## src/rtl/core/spdc_pkg.sv

```systemverilog
// Shared types and constants for the serial packet deframer with CRC check.
`timescale 1ns / 1ps

package spdc_pkg;

    localparam int unsigned BYTE_W     = 8;
    localparam int unsigned CRC_W      = 16;
    localparam int unsigned CFG_IDX_W  = 2;

    localparam logic [CFG_IDX_W-1:0] CFG_SYNC_FIRST  = 2'd0;
    localparam logic [CFG_IDX_W-1:0] CFG_SYNC_SECOND = 2'd1;
    localparam logic [CFG_IDX_W-1:0] CFG_MAX_LEN     = 2'd2;

    localparam logic [BYTE_W-1:0] MAX_LEN_RESET = 8'hff;

    typedef enum logic [1:0] {
        PS_OK       = 2'd0,
        PS_MISMATCH = 2'd1,
        PS_TOO_LONG = 2'd2
    } t_status;

    typedef struct packed {
        logic [BYTE_W-1:0] sync_first;
        logic [BYTE_W-1:0] sync_second;
        logic [BYTE_W-1:0] max_len;
    } t_cfg;

    typedef struct packed {
        logic [BYTE_W-1:0] body_byte;
        logic              has_byte;
        logic              end_of_packet;
        t_status           status;
    } t_result;

endpackage

```

## src/rtl/core/spdc_frame_ctl.sv

```systemverilog
// Header hunt, body counting and CRC-16 update for one staged byte per cycle while i_step is high.
`timescale 1ns / 1ps

module spdc_frame_ctl import spdc_pkg::*; (
    input  logic              i_clk,
    input  logic              i_rst_n,
    input  t_cfg              i_cfg,
    input  logic              i_step,
    input  logic [BYTE_W-1:0] i_byte,
    output logic              o_res_valid,
    output t_result           o_res
);

    localparam logic [CRC_W-1:0] CRC_POLY = 16'h1021;

    typedef enum logic [5:0] {
        ST_SYNC1 = 6'b000001,
        ST_SYNC2 = 6'b000010,
        ST_LEN   = 6'b000100,
        ST_HCHK  = 6'b001000,
        ST_BCHK  = 6'b010000,
        ST_BODY  = 6'b100000
    } t_state;

    t_state            r_state,     n_state;
    logic [BYTE_W-1:0] r_body_len,  n_body_len;
    logic [BYTE_W-1:0] r_exp_check, n_exp_check;
    logic [BYTE_W-1:0] r_body_cnt,  n_body_cnt;
    logic [CRC_W-1:0]  r_crc,       n_crc;

    logic [CRC_W-1:0]  w_crc_next;
    logic [BYTE_W-1:0] w_hdr_sum;
    logic              w_last;

    // MSB-first CRC over one byte; eight shift steps unroll into XOR logic.
    function automatic logic [CRC_W-1:0] crc_feed(input logic [CRC_W-1:0] crc,
                                                  input logic [BYTE_W-1:0] b);
        logic [CRC_W-1:0] c;
        c = crc ^ {b, 8'h00};
        for (int k = 0; k < BYTE_W; k++) begin
            if (c[CRC_W-1]) begin
                c = {c[CRC_W-2:0], 1'b0} ^ CRC_POLY;
            end else begin
                c = {c[CRC_W-2:0], 1'b0};
            end
        end
        return c;
    endfunction

    // The check byte is tested first; the length limit only matters on a good CRC.
    function automatic t_status end_status(input logic [CRC_W-1:0]  crc,
                                           input logic [BYTE_W-1:0] check,
                                           input logic [BYTE_W-1:0] len,
                                           input logic [BYTE_W-1:0] max_len);
        t_status s;
        if (crc[BYTE_W-1:0] != check) begin
            s = PS_MISMATCH;
        end else if (len > max_len) begin
            s = PS_TOO_LONG;
        end else begin
            s = PS_OK;
        end
        return s;
    endfunction

    assign w_crc_next = crc_feed(r_crc, i_byte);
    assign w_hdr_sum  = i_cfg.sync_first + i_cfg.sync_second + r_body_len;
    assign w_last     = ({1'b0, r_body_cnt} + 9'd1) == {1'b0, r_body_len};

    always_comb begin
        n_state     = r_state;
        n_body_len  = r_body_len;
        n_exp_check = r_exp_check;
        n_body_cnt  = r_body_cnt;
        n_crc       = r_crc;
        o_res_valid = 1'b0;
        o_res       = '0;
        if (i_step) begin
            case (r_state)
                ST_SYNC1: begin
                    if (i_byte == i_cfg.sync_first) begin
                        n_state = ST_SYNC2;
                    end
                end
                ST_SYNC2: begin
                    n_state = (i_byte == i_cfg.sync_second) ? ST_LEN : ST_SYNC1;
                end
                ST_LEN: begin
                    n_body_len = i_byte;
                    n_state    = ST_HCHK;
                end
                ST_HCHK: begin
                    n_state = (i_byte == w_hdr_sum) ? ST_BCHK : ST_SYNC1;
                end
                ST_BCHK: begin
                    n_exp_check = i_byte;
                    n_crc       = '0;
                    n_body_cnt  = '0;
                    if (r_body_len == '0) begin
                        // An empty body still closes the packet with a status.
                        o_res_valid         = 1'b1;
                        o_res.end_of_packet = 1'b1;
                        o_res.status        = end_status('0, i_byte, r_body_len,
                                                         i_cfg.max_len);
                        n_state             = ST_SYNC1;
                    end else begin
                        n_state = ST_BODY;
                    end
                end
                ST_BODY: begin
                    n_crc           = w_crc_next;
                    o_res_valid     = 1'b1;
                    o_res.body_byte = i_byte;
                    o_res.has_byte  = 1'b1;
                    if (w_last) begin
                        o_res.end_of_packet = 1'b1;
                        o_res.status        = end_status(w_crc_next, r_exp_check,
                                                         r_body_len, i_cfg.max_len);
                        n_state             = ST_SYNC1;
                    end else begin
                        n_body_cnt = r_body_cnt + 8'd1;
                    end
                end
                default: begin
                    n_state = ST_SYNC1;
                end
            endcase
        end
    end

    always_ff @(posedge i_clk) begin
        if (!i_rst_n) begin
            r_state     <= ST_SYNC1;
            r_body_len  <= '0;
            r_exp_check <= '0;
            r_body_cnt  <= '0;
            r_crc       <= '0;
        end else begin
            r_state     <= n_state;
            r_body_len  <= n_body_len;
            r_exp_check <= n_exp_check;
            r_body_cnt  <= n_body_cnt;
            r_crc       <= n_crc;
        end
    end

`ifndef SYNTH
    a_res_only_late: assert property (@(posedge i_clk) disable iff (!i_rst_n)
        o_res_valid |-> (r_state == ST_BCHK || r_state == ST_BODY))
        else $error("result raised outside check byte or body phase");

    a_cnt_in_body: assert property (@(posedge i_clk) disable iff (!i_rst_n)
        (r_state == ST_BODY) |-> (r_body_cnt < r_body_len))
        else $error("body counter ran past the header length");

    a_eop_rehunt: assert property (@(posedge i_clk) disable iff (!i_rst_n)
        (o_res_valid && o_res.end_of_packet) |=> (r_state == ST_SYNC1))
        else $error("packet end did not restart the header hunt");
`endif

endmodule

```

## src/rtl/core/spdc_out_stage.sv

```systemverilog
// Result register that holds one finished result until downstream takes it.
`timescale 1ns / 1ps

module spdc_out_stage import spdc_pkg::*; (
    input  logic    i_clk,
    input  logic    i_rst_n,
    input  logic    i_load,
    input  t_result i_res,
    input  logic    i_ready,
    output logic    o_free,
    output logic    o_valid,
    output t_result o_res
);

    logic    r_valid;
    t_result r_res;

    // Free when empty or when the held result leaves at this edge.
    assign o_free  = !r_valid || i_ready;
    assign o_valid = r_valid;
    assign o_res   = r_res;

    always_ff @(posedge i_clk) begin
        if (!i_rst_n) begin
            r_valid <= 1'b0;
        end else if (i_load) begin
            r_valid <= 1'b1;
        end else if (i_ready) begin
            r_valid <= 1'b0;
        end
    end

    always_ff @(posedge i_clk) begin
        if (i_load) begin
            r_res <= i_res;
        end
    end

endmodule

```

## src/rtl/core/serial_packet_deframer_crc_check.sv

```systemverilog
// Top level of the serial packet deframer: input register, config registers, result register.
//
//  channel   direction  handshake                 payload
//  in        sink       i_in_valid / o_in_ready   i_rx_byte
//  out       source     o_out_valid / i_out_ready o_body_byte, o_has_byte,
//                                                 o_end_of_packet, o_packet_status
//  cfg       sink       i_cfg_we (no wait)        i_cfg_idx, i_cfg_data
//
// One byte is taken per cycle while o_in_ready is high. An accepted byte waits in the
// input register until the result register is free; body bytes and packet ends give a result.
// The CRC-16 byte update is eight unrolled XOR steps between those two registers.
// Reset is synchronous and puts the block back into the header hunt.
// When the result register is full and not taken, the input register holds its
// byte and o_in_ready drops until room opens.
`timescale 1ns / 1ps

module serial_packet_deframer_crc_check import spdc_pkg::*; (
    input  logic                 i_clk,
    input  logic                 i_rst_n,
    input  logic                 i_in_valid,
    output logic                 o_in_ready,
    input  logic [BYTE_W-1:0]    i_rx_byte,
    output logic                 o_out_valid,
    input  logic                 i_out_ready,
    output logic [BYTE_W-1:0]    o_body_byte,
    output logic                 o_has_byte,
    output logic                 o_end_of_packet,
    output logic [1:0]           o_packet_status,
    input  logic                 i_cfg_we,
    input  logic [CFG_IDX_W-1:0] i_cfg_idx,
    input  logic [BYTE_W-1:0]    i_cfg_data
);

    t_cfg              r_cfg;
    logic              r_in_valid;
    logic [BYTE_W-1:0] r_in_byte;

    logic    w_out_free;
    logic    w_adv;
    logic    w_res_valid;
    t_result w_res;
    t_result w_out_res;

    always_ff @(posedge i_clk) begin
        if (!i_rst_n) begin
            r_cfg.sync_first  <= '0;
            r_cfg.sync_second <= '0;
            r_cfg.max_len     <= MAX_LEN_RESET;
        end else if (i_cfg_we) begin
            case (i_cfg_idx)
                CFG_SYNC_FIRST:  r_cfg.sync_first  <= i_cfg_data;
                CFG_SYNC_SECOND: r_cfg.sync_second <= i_cfg_data;
                CFG_MAX_LEN:     r_cfg.max_len     <= i_cfg_data;
                default: begin
                end
            endcase
        end
    end

    // The staged byte moves on whenever the result register can take a result.
    assign w_adv      = r_in_valid && w_out_free;
    assign o_in_ready = !r_in_valid || w_out_free;

    always_ff @(posedge i_clk) begin
        if (!i_rst_n) begin
            r_in_valid <= 1'b0;
        end else if (o_in_ready) begin
            r_in_valid <= i_in_valid;
        end
    end

    always_ff @(posedge i_clk) begin
        if (i_in_valid && o_in_ready) begin
            r_in_byte <= i_rx_byte;
        end
    end

    spdc_frame_ctl u_frame_ctl (
        .i_clk       (i_clk),
        .i_rst_n     (i_rst_n),
        .i_cfg       (r_cfg),
        .i_step      (w_adv),
        .i_byte      (r_in_byte),
        .o_res_valid (w_res_valid),
        .o_res       (w_res)
    );

    spdc_out_stage u_out_stage (
        .i_clk   (i_clk),
        .i_rst_n (i_rst_n),
        .i_load  (w_res_valid),
        .i_res   (w_res),
        .i_ready (i_out_ready),
        .o_free  (w_out_free),
        .o_valid (o_out_valid),
        .o_res   (w_out_res)
    );

    assign o_body_byte     = w_out_res.body_byte;
    assign o_has_byte      = w_out_res.has_byte;
    assign o_end_of_packet = w_out_res.end_of_packet;
    assign o_packet_status = w_out_res.status;

`ifndef SYNTH
    a_empty_is_end: assert property (@(posedge i_clk) disable iff (!i_rst_n)
        (o_out_valid && !o_has_byte) |-> o_end_of_packet)
        else $error("result without a body byte must close a packet");

    a_status_at_end: assert property (@(posedge i_clk) disable iff (!i_rst_n)
        (o_out_valid && !o_end_of_packet) |-> (o_packet_status == PS_OK))
        else $error("status raised on a mid-packet result");

    a_stage_holds: assert property (@(posedge i_clk) disable iff (!i_rst_n)
        (r_in_valid && !w_adv) |=> (r_in_valid && $stable(r_in_byte)))
        else $error("staged byte lost while the result register was full");
`endif

endmodule
```

## config.mk

```make
export PLATFORM = sky130hd
export DESIGN_NAME = serial_packet_deframer_crc_check
export DESIGN_NICKNAME = d
export VERILOG_FILES = /design/src/rtl/core/spdc_pkg.sv /design/src/rtl/core/spdc_frame_ctl.sv /design/src/rtl/core/spdc_out_stage.sv /design/src/rtl/core/serial_packet_deframer_crc_check.sv
export SDC_FILE = /design/constraint.sdc
export NUM_CORES = 1
export LEC_CHECK = 0
export BUFFER_PORTS_ARGS = -buffer_cell sky130_fd_sc_hd__buf_2
export CORE_ASPECT_RATIO = 0.7
export CORE_MARGIN = 2
export CORE_UTILIZATION = 40
export CTS_BUF_LIST = sky130_fd_sc_hd__clkbuf_4 sky130_fd_sc_hd__clkbuf_8
export CTS_CLUSTER_SIZE = 20
export DETAILED_ROUTE_END_ITERATION = 8
export MAX_ROUTING_LAYER = met4
export SLEW_MARGIN = 20
export SYNTH_ARGS = -nofsm -noshare
export SYNTH_HDL_FRONTEND = slang
export SYNTH_SLANG_ARGS = --single-unit
```

## constraint.sdc

```tcl
create_clock -name i_clk -period 2.68 [get_ports i_clk]
set_clock_uncertainty 0.15 [all_clocks]
set_input_delay 0.268 -clock i_clk [delete_from_list [all_inputs] [get_ports i_clk]]
set_output_delay 0.268 -clock i_clk [all_outputs]
set_load 0.05 [all_outputs]
```

==> impl_metrics.env, run 1 <==
export IMPL_status="complete, but fails checks"
export IMPL_violations="design-rule violations"
export IMPL_io_buffers=36
export IMPL_synth_simple_area_share=0.173
export IMPL_seqPwrFrac=0.530
export IMPL_synth_edf_count=20
export IMPL_critical_path_depth=9
export IMPL_final_nets=645
export IMPL_cts_tree="built"
export IMPL_tightest_slew_ns=0.889
export IMPL_multiInputGateArea_mm2=0.00299
export IMPL_drive_gt1_frac=0.219
export IMPL_async_flop_share=0
export IMPL_fill_cells=1185
export IMPL_synth_mux_area_frac=0.0502
export IMPL_synth_main_ff_cell="dfxtp_1"
export IMPL_fin_setup_tns_ns=0
export IMPL_clk_pin_slew_ns=0.09
export IMPL_clk_path_buf_depth=2
export IMPL_start_kind="flip-flop"
export IMPL_drtPass1Iterations=7
export IMPL_h_tree_depth=3
export IMPL_fin_crit_sh=0.957
export IMPL_max_vdd_ir_drop_mv=0.284
export IMPL_vias=4124
export IMPL_final_hold_viol_count=0
export IMPL_rsz0062_at_grt="true"
export IMPL_core_area_mm2=0.0125
export IMPL_routed_wl_mm=13.5
export IMPL_avgRoutedWirePerCell_um=17.6
export IMPL_gr_usage_all_layers=0.210
export IMPL_crit_chain="fa_1 > ha_2 > fa_2 > nand3_1 > nand2_1 > a31oi_2 > xor2_1 > nand3_1 > o41ai_2"
export IMPL_clkPwrFrac=0.347
export IMPL_p_comb_frac=0.123
export IMPL_place_ws_ns=-0.0450
export IMPL_ys_types=66
export IMPL_slew_violations=0
export IMPL_internal_power_uw=2030
export IMPL_vias_per_cell=5.38
export IMPL_synthCells=533
export IMPL_antenna_found_initial=0
export IMPL_syn_to_final_growth_pct=17.2
export IMPL_rows=34
export IMPL_die_area_mm2=0.0139
export IMPL_gp_congestion=0.958
export IMPL_p_switching_uw=735
export IMPL_insertion_delay_ns=0.37
export IMPL_cap_violations=0
export IMPL_min_period_ns=2.57
export IMPL_cts_root_buf="clkbuf_8"
export IMPL_slew_headroom=0.406
export IMPL_cpLargestDelayFamily="adder cells"
export IMPL_syn_cell_area_mm2=0.00519
export IMPL_cp_arrival_ns=2.69
export IMPL_use_met2=0.292
export IMPL_crit_type="reg2reg"
export IMPL_p_leak_uw=0.00258
export IMPL_cpMaxStageDelayCell="fa_1"
export IMPL_finalSetupViolations=0
export IMPL_critPathMostFrequentCell="nand3_1"
export IMPL_route_detailed_drc=3
export IMPL_drtAntennaViolNets=0
export IMPL_syn_mean_instance_area_um2=9.73
export IMPL_timing_fmax_ghz=0.390
export IMPL_crit_path_end_kind="flip-flop"
export IMPL_initial_utilization=0.413
export IMPL_final_cell_area_mm2=0.00608
export IMPL_n_antenna_cell=0
export IMPL_die_y_um=99.3
export IMPL_crit_fanout=2
export IMPL_grt_max_degree=33
export IMPL_clkSinkCount=92
export IMPL_ff_latch_area_mm2=0.00204
export IMPL_grt_busiest_layer="met1"
export IMPL_power_density_mw_per_mm2=455
export IMPL_fin_ws_ns=0.115
export IMPL_switching_share=0.266
export IMPL_worstRegToRegCells=9
export IMPL_ff2ff_setup_slack_ns=0.11
export IMPL_ys_ff_latch=92
export IMPL_syn_num_nets=579
export IMPL_critical_path_required_ns=2.81
export IMPL_placed_cell_area_mm2=0.00573
export IMPL_synth_compound_gate_area_share=0.136
export IMPL_met1_usage=0.307
export IMPL_synthXorXnorAreaFrac=0.139
export IMPL_synth_top_family_by_area="simple AND/OR/NAND/NOR gates"
export IMPL_use_met3=0.0438
export IMPL_cp_startpoint="r_cfg[9]$_SDFFE_PN0P_"
export IMPL_grt_overflow_total=0
export IMPL_first_global_vias=4054
export IMPL_die_x_um=140
export IMPL_worstReg2RegStart="r_cfg[9]$_SDFFE_PN0P_"
export IMPL_grt_pass1_wl_mm=21.9
export IMPL_r2r_end="u_frame_ctl.r_state[4]$_SDFFE_PN0P_"
export IMPL_drt_initial_drc_count=295
export IMPL_numCtsBuffers=9
export IMPL_synthAdderAreaFrac=0.0671
export IMPL_max_stage_delay_ns=0.47
export IMPL_hold_class="in2reg"
export IMPL_dp_hpwl_mm=10.1
export IMPL_ioPinCount=37
export IMPL_endpoint="u_frame_ctl.r_state[4]$_SDFFE_PN0P_"
export IMPL_ys_seq_area_frac=0.394
export IMPL_synth_warnings=0
export IMPL_critPathBufInv=0
worst register-to-register path, delay by kind of cell (launching register included):
family	cells	cell delay, ns
AOI/OAI and AO/OA	2	0.41
xor gates and xnor gates	1	0.19
adders and majority gates	3	1.06
DFF	1	0.34
and+or+nand+nor	3	0.33
stage by stage:
step | power, uW | hold WS, ns | instances | utilization
after floorplan | 1700 | 0.217 | 533 | -
after global placement | 1820 | 0.295 | 740 | 0.457
after detailed placement | 1820 | 0.296 | 740 | 0.457
after CTS | 2790 | 0.00733 | 765 | 0.480
after global routing | 2880 | 0.0371 | 766 | 0.484
final | 2770 | 0.0220 | 766 | 0.484
what timing repair did:
action | 4_1_cts | 5_1_grt
resized for setup | 2 | 7
buffers inserted | 0 | 1
hold buffers | 9 | 0
pin swaps | 1 | 3
setup endpoints to repair | 2 | 7
endpoints found under the hold margin | 9 | 0
kinds of logic (layout without fill, tap and decap cells):
| kind of cell | after synthesis | in the layout |
|---|---|---|
| AND/OR/NAND/NOR | 176 | 176 |
| AO/OA/AOI/OAI | 94 | 94 |
| flip-flops | 92 | 92 |
| XOR/XNOR | 75 | 75 |
| buffers and inverters | 47 | 118 |
| multiplexers | 26 | 26 |
| adder cells (fa/ha/maj) | 23 | 23 |
power groups by stage:
stage | combinational, uW | clock [uW] | sequential [uW]
2_1_floorplan | 224 | 0 | 1480
3_3_place_gp | 321 | 0 | 1500
3_5_place_dp | 324 | 0 | 1500
4_1_cts | 337 | 989 | 1470
5_1_grt | 370 | 1040 | 1470
6_report | 341 | 960 | 1470
area by class of cell:
cell class,instances,area share
multi-input combinational,394,0.491
clock inverter,7,0.0121
clock buffer,9,0.0204
tap,162,0.0333
timing repair buffer,89,0.0988
sequential,92,0.336
inverter,13,0.00803
how the worst min path moves through the flow:
stage,startpoint,end,slack [ns],cells after the start
after CTS,i_cfg_data[5],r_cfg[5]$_SDFFE_PN1P_,0.007,3
final,i_cfg_data[5],r_cfg[5]$_SDFFE_PN1P_,0.02,3
after floorplan,i_rx_byte[0],r_in_byte[0]$_DFFE_PP_,0.22,0
after global placement,u_frame_ctl.r_exp_check[6]$_SDFFE_PN0P_,u_frame_ctl.r_exp_check[6]$_SDFFE_PN0P_,0.29,2
after global routing,i_cfg_data[5],r_cfg[5]$_SDFFE_PN1P_,0.04,3
after detailed placement,i_rx_byte[1],r_in_byte[1]$_DFFE_PP_,0.30,1
cell usage after synthesis, drive strengths merged (3+ instances only):
master | instances | share of area
dfxtp | 72 | 0.28
nor2 | 58 | 0.042
xnor2 | 53 | 0.094
nand2 | 44 | 0.032
a21oi | 26 | 0.029
mux2i | 26 | 0.050
edfxtp | 20 | 0.12
xor2 | 20 | 0.037
buf | 17 | 0.018
clkbuf | 17 | 0.012
ha | 15 | 0.036
o211ai | 15 | 0.022
a22oi | 14 | 0.020
inv | 13 | 0.0094
and3 | 11 | 0.014
nor3 | 11 | 0.011
o21ai | 11 | 0.011
nand3 | 10 | 0.011
nor4 | 10 | 0.018
fa | 8 | 0.031
nand4 | 8 | 0.011
or4 | 6 | 0.0087
o21a | 5 | 0.0072
and2 | 4 | 0.0048
a31oi | 3 | 0.0065
nand3b | 3 | 0.0043
metal layers:
layer | part of all wire | vias to the layer above
met5 | 0 | -
met4 | 0.015 | 0
met3 | 0.051 | 23
met2 | 0.40 | 111
met1 | 0.53 | 1971
li1 | - | 2019
cells in the final DEF (no fill, tap or decap), types with 14 or more instances in the layout:
cell type,count
a22oi_1,14
buf_4,44
nor2_1,57
buf_2,36
ha_1,14
a21oi_1,21
xor2_1,17
nand2_1,43
mux2i_1,26
o211ai_1,15
xnor2_1,49
dfxtp_1,71
edfxtp_1,20
flip-flops by register name, indices dropped and copies added, names as in the netlist:
register                 flops
r_cfg                       24
r_in_byte                    8
r_in_valid                   1
u_frame_ctl.r_body_cnt       8
u_frame_ctl.r_body_len       8
u_frame_ctl.r_crc           16
u_frame_ctl.r_exp_check      8
u_frame_ctl.r_state          6
u_out_stage.o_res           12
u_out_stage.o_valid          1
Power figures use the tool's default switching activity.
==> run 2: changes to the inputs <==
- CORE_UTILIZATION: 40 -> 53
- PLACE_DENSITY: not set -> 0.74
- REMOVE_ABC_BUFFERS: not set -> 1
==> impl_metrics.env, run 2 (same netlist as run 1, synthesis figures left out) <==
export IMPL_hp_start="i_cfg_data[7]"
export IMPL_switching_share=0.258
export IMPL_io_buffers=36
export IMPL_h_tree_depth=3
export IMPL_max_stage_delay_ns=0.63
export IMPL_core_area_mm2=0.00961
export IMPL_multiInputGateArea_mm2=0.00297
export IMPL_min_period_ns=2.57
export IMPL_routed_wl_mm=13.1
export IMPL_internal_power_uw=2020
export IMPL_grt_overflow_total=0
export IMPL_whs_endpoint="r_cfg[7]$_SDFFE_PN1P_"
export IMPL_first_global_vias=3942
export IMPL_critPathBufInv=0
export IMPL_fill_cells=830
export IMPL_ioPinCount=37
export IMPL_initial_utilization=0.540
export IMPL_grt_max_degree=58
export IMPL_fin_crit_sh=0.958
export IMPL_gr_usage_all_layers=0.266
export IMPL_clk_path_buf_depth=2
export IMPL_clk_pin_slew_ns=0.09
export IMPL_layout_cells_most_common="dfxtp_1"
export IMPL_slew_headroom=0.430
export IMPL_crit_fanout=6
export IMPL_final_hold_viol_count=0
export IMPL_syn_to_final_growth_pct=14.6
export IMPL_final_cell_mix="dfxtp_1, nor2_1, xnor2_1, nand2_1, buf_2"
export IMPL_final_nets=635
export IMPL_status="finished, final reports clean"
export IMPL_stdcell_count=722
export IMPL_holdPathStages=3
export IMPL_crit_path_end_kind="flip-flop"
export IMPL_crit_type="reg2reg"
export IMPL_die_x_um=122
export IMPL_antenna_found_initial=0
export IMPL_insertion_delay_ns=0.38
export IMPL_dpl_cell_count=695
export IMPL_placed_cell_area_mm2=0.00562
export IMPL_hold_class="in2reg"
export IMPL_drt_initial_drc_count=380
export IMPL_holdWs_ns=0.0233
export IMPL_drive_gt1_frac=0.200
export IMPL_cpLargestDelayFamily="compound AO/OA/AOI/OAI gates"
export IMPL_timing_fmax_ghz=0.390
export IMPL_drtPass1Iterations=5
export IMPL_route_detailed_drc=0
export IMPL_n_antenna_cell=0
export IMPL_finalSetupViolations=0
export IMPL_cts_root_buf="clkbuf_8"
export IMPL_avgRoutedWirePerCell_um=18.2
export IMPL_grt_pass1_wl_mm=20.8
export IMPL_crit_chain="ha_2 > xor2_1 > a311oi_2 > o2111ai_2 > or4_1 > a31oi_4 > a2111oi_2"
export IMPL_ff2ff_setup_slack_ns=0.11
export IMPL_rows=30
export IMPL_cts_tree="built"
export IMPL_max_vdd_ir_drop_mv=0.278
export IMPL_cpMaxStageDelayCell="or4_1"
export IMPL_clkSinkCount=92
export IMPL_worstRegToRegCells=7
export IMPL_clkPwrFrac=0.340
export IMPL_seqPwrFrac=0.538
export IMPL_r2r_end="u_frame_ctl.r_body_cnt[2]$_SDFFE_PN0P_"
export IMPL_numCtsBuffers=9
export IMPL_slew_violations=0
export IMPL_die_area_mm2=0.0106
export IMPL_vias_per_cell=5.78
export IMPL_cp_arrival_ns=2.68
export IMPL_dp_hpwl_mm=9.49
export IMPL_cap_violations=0
export IMPL_top_register="r_cfg"
export IMPL_p_leak_uw=0.00253
export IMPL_drtAntennaViolNets=0
export IMPL_vias=4170
export IMPL_tightest_slew_ns=0.854
export IMPL_p_switching_uw=702
export IMPL_die_y_um=86.8
export IMPL_critical_path_required_ns=2.79
export IMPL_largest_reg_flops=24
export IMPL_start_kind="flip-flop"
export IMPL_power_density_mw_per_mm2=458
export IMPL_ff_latch_area_mm2=0.00204
export IMPL_utilization=0.619
export IMPL_worstReg2RegStart="u_frame_ctl.r_body_cnt[0]$_SDFFE_PN0P_"
export IMPL_gp_congestion=0.924
export IMPL_final_cell_area_mm2=0.00595
export IMPL_p_comb_frac=0.122
[run 2: timing repair]
item | 4_1_cts | 5_1_grt
hold buffers | 9 | 0
pin swaps | 0 | 3
setup buffers | 0 | 2
gates cloned | 0 | 0
setup endpoints to repair | 1 | 7
endpoints found under the hold margin | 9 | 0
gates resized for setup | 1 | 7
[run 2: metal layers]
| layer | vias to the layer above | wire (um) | GRT usage |
|---|---|---|---|
| met4 | 0 | 182 | 0.0773 |
| li1 | 2001 | - | - |
| met1 | 2008 | 6340 | 0.382 |
| met5 | - | 0 | - |
| met2 | 140 | 5660 | 0.374 |
| met3 | 21 | 948 | 0.0618 |
[run 2: power by group through the flow]
| stage | combinational [uW] | sequential [uW] | clock, uW |
|---|---|---|---|
| final | 332 | 1470 | 927 |
| after global routing | 360 | 1470 | 993 |
| after CTS | 328 | 1470 | 943 |
| after detailed placement | 314 | 1500 | 0 |
| after global placement | 308 | 1500 | 0 |
| after floorplan | 188 | 1500 | 0 |
[run 2: metrics by stage]
step	setup TNS [ns]	setup WS (ns)	power, uW
final	0	0.113	2730
after global routing	-0.0239	-0.0187	2820
after CTS	0	0.0287	2740
after detailed placement	0	0.00910	1810
after global placement	0	0.0659	1800
after floorplan	0	0.108	1690
[run 2: worst reg2reg max path, cell delays in order, from the launching register on]
cell and delay (ns):
dfxtp_1 0.39, ha_2 0.31, xor2_1 0.16, a311oi_2 0.30
o2111ai_2 0.19, or4_1 0.63, a31oi_4 0.26, a2111oi_2 0.07
[run 2: cell type report]
cell class | count | area share
multi-input combinational | 394 | 0.499
clock inverter | 6 | 0.00947
timing repair buffer | 79 | 0.0905
clock buffer | 10 | 0.0221
inverter | 13 | 0.00821
tap | 128 | 0.0269
sequential | 92 | 0.344
[run 2: worst max-delay path by stage]
stage / start / end / slack [ns] / depth (start not counted)
after floorplan: u_out_stage.o_valid$_SDFFE_PN0P_ / u_out_stage.o_res[0]$_SDFFCE_PN0P_ / 0.11 / 7
after global placement: r_cfg[9]$_SDFFE_PN0P_ / u_frame_ctl.r_state[4]$_SDFFE_PN0P_ / 0.07 / 9
after detailed placement: r_cfg[9]$_SDFFE_PN0P_ / u_frame_ctl.r_state[4]$_SDFFE_PN0P_ / 0.009 / 9
after CTS: r_cfg[9]$_SDFFE_PN0P_ / u_frame_ctl.r_state[4]$_SDFFE_PN0P_ / 0.03 / 9
after global routing: u_frame_ctl.r_body_cnt[0]$_SDFFE_PN0P_ / u_out_stage.o_res[1]$_SDFFCE_PN0P_ / -0.02 / 8
final: u_frame_ctl.r_body_cnt[0]$_SDFFE_PN0P_ / u_frame_ctl.r_body_cnt[2]$_SDFFE_PN0P_ / 0.11 / 7
==> run 3: changes to the inputs <==
- SETUP_SLACK_MARGIN: not set -> 0.15
==> impl_metrics.env, run 3 (same netlist as run 1, synthesis figures left out) <==
export IMPL_status="finished, final reports clean"
export IMPL_critical_path_required_ns=2.82
export IMPL_gr_usage_all_layers=0.268
export IMPL_crit_type="reg2reg"
export IMPL_clk_pin_slew_ns=0.08
export IMPL_clkSinkCount=92
export IMPL_die_area_mm2=0.0106
export IMPL_numCtsBuffers=9
export IMPL_core_area_mm2=0.00961
export IMPL_min_period_ns=2.56
export IMPL_die_y_um=86.8
export IMPL_cpMaxStageDelayCell="fa_1"
export IMPL_tightest_slew_ns=0.564
export IMPL_routed_wl_mm=13.1
export IMPL_cpLargestDelayFamily="adder cells"
export IMPL_initial_utilization=0.540
export IMPL_drive_gt1_frac=0.205
export IMPL_start_kind="flip-flop"
export IMPL_crit_fanout=3
export IMPL_vias_per_cell=5.73
export IMPL_first_global_vias=3947
export IMPL_ioPinCount=37
export IMPL_final_hold_viol_count=0
export IMPL_crit_path_end_kind="flip-flop"
export IMPL_fin_setup_tns_ns=0
export IMPL_finalSetupViolations=0
export IMPL_final_cell_mix="dfxtp_1, nor2_1, xnor2_1, nand2_1, buf_2"
export IMPL_avgRoutedWirePerCell_um=18.1
export IMPL_drt_initial_drc_count=418
export IMPL_power_density_mw_per_mm2=457
export IMPL_top_register="r_cfg"
export IMPL_syn_to_final_growth_pct=15.2
export IMPL_placed_cell_area_mm2=0.00562
export IMPL_layout_cells_most_common="dfxtp_1"
export IMPL_holdWs_ns=0.0234
export IMPL_crit_chain="fa_1 > ha_2 > fa_2 > xor2_1 > xnor2_1 > nand4_1 > nor3_2 > nand3_1 > o41ai_2"
export IMPL_insertion_delay_ns=0.38
export IMPL_max_stage_delay_ns=0.46
export IMPL_final_nets=636
export IMPL_h_tree_depth=3
export IMPL_grt_max_degree=58
export IMPL_dp_hpwl_mm=9.49
export IMPL_slew_headroom=0.623
export IMPL_vias=4140
export IMPL_grt_overflow_total=0
export IMPL_io_buffers=36
export IMPL_cap_violations=0
export IMPL_rows=30
export IMPL_final_cell_area_mm2=0.00598
export IMPL_gp_congestion=0.924
export IMPL_rsz0062_at_grt="true"
export IMPL_drtAntennaViolNets=0
export IMPL_grt_pass1_wl_mm=20.9
export IMPL_max_vdd_ir_drop_mv=0.283
export IMPL_n_antenna_cell=0
export IMPL_cp_arrival_ns=2.70
export IMPL_drtPass1Iterations=5
export IMPL_fin_crit_sh=0.956
export IMPL_antenna_found_initial=0
export IMPL_clk_path_buf_depth=2
export IMPL_die_x_um=122
export IMPL_cts_tree="built"
export IMPL_cts_root_buf="clkbuf_8"
export IMPL_p_leak_uw=0.00254
export IMPL_route_detailed_drc=0
export IMPL_hold_class="in2reg"
export IMPL_utilization=0.622
export IMPL_largest_reg_flops=24
export IMPL_slew_violations=0
export IMPL_timing_fmax_ghz=0.390
export IMPL_critPathBufInv=0
[run 3: worst min-delay path, cell delays in order]
cell,delay [ns]
buf_2,0.11
nand2_1,0.05
o211ai_1,0.08
[run 3: layer usage]
metal  GRT usage  vias up  routed length (um)
met5           -        -                   0
met4      0.0815        0                 184
met3      0.0612       20                 915
met2       0.377      133                5640
met1       0.384     1994                6360
li1            -     1993                   -
[run 3: layout make-up]
cell class	count	area, um^2
fillers	822	3630
multi-input cells	394	2990
flip-flops and latches	92	2050
repair buffers	80	546
well taps	128	160
clock buffers	10	131
clock inverters	6	56.3
inverters	13	48.8
[run 3: stage by stage]
| step | instances | worst slack [ns] | power [uW] |
|---|---|---|---|
| CTS | 722 | 0.132 | 2740 |
| global route | 723 | -0.0215 | 2820 |
| finish | 723 | 0.117 | 2730 |
| detailed placement | 695 | 0.00910 | 1810 |
| floorplan | 499 | 0.108 | 1690 |
| global placement | 695 | 0.0659 | 1800 |
[run 3: power breakdown]
group,internal [uW],switching [uW]
Combinational,154,179
Clock,434,495
Sequential,1440,31.1
[run 3: final timing paths]
path / slack, ns / startpoint / end / cells after the start
min reg2reg: 0.32 / u_frame_ctl.r_exp_check[6]$_SDFFE_PN0P_ / u_frame_ctl.r_exp_check[6]$_SDFFE_PN0P_ / 2
max reg2reg: 0.12 / r_cfg[8]$_SDFFE_PN0P_ / u_frame_ctl.r_state[4]$_SDFFE_PN0P_ / 9
max: 0.12 / r_cfg[8]$_SDFFE_PN0P_ / u_frame_ctl.r_state[4]$_SDFFE_PN0P_ / 9
min: 0.02 / i_cfg_data[7] / r_cfg[7]$_SDFFE_PN1P_ / 3
[run 3: timing repair]
action,CTS,global route
hold buffers,9,0
endpoints found under the setup margin,5,16
resized for setup,4,9
pin swaps,5,10
setup buffers,2,1
endpoints found under the hold margin,9,0
gates cloned,0,0
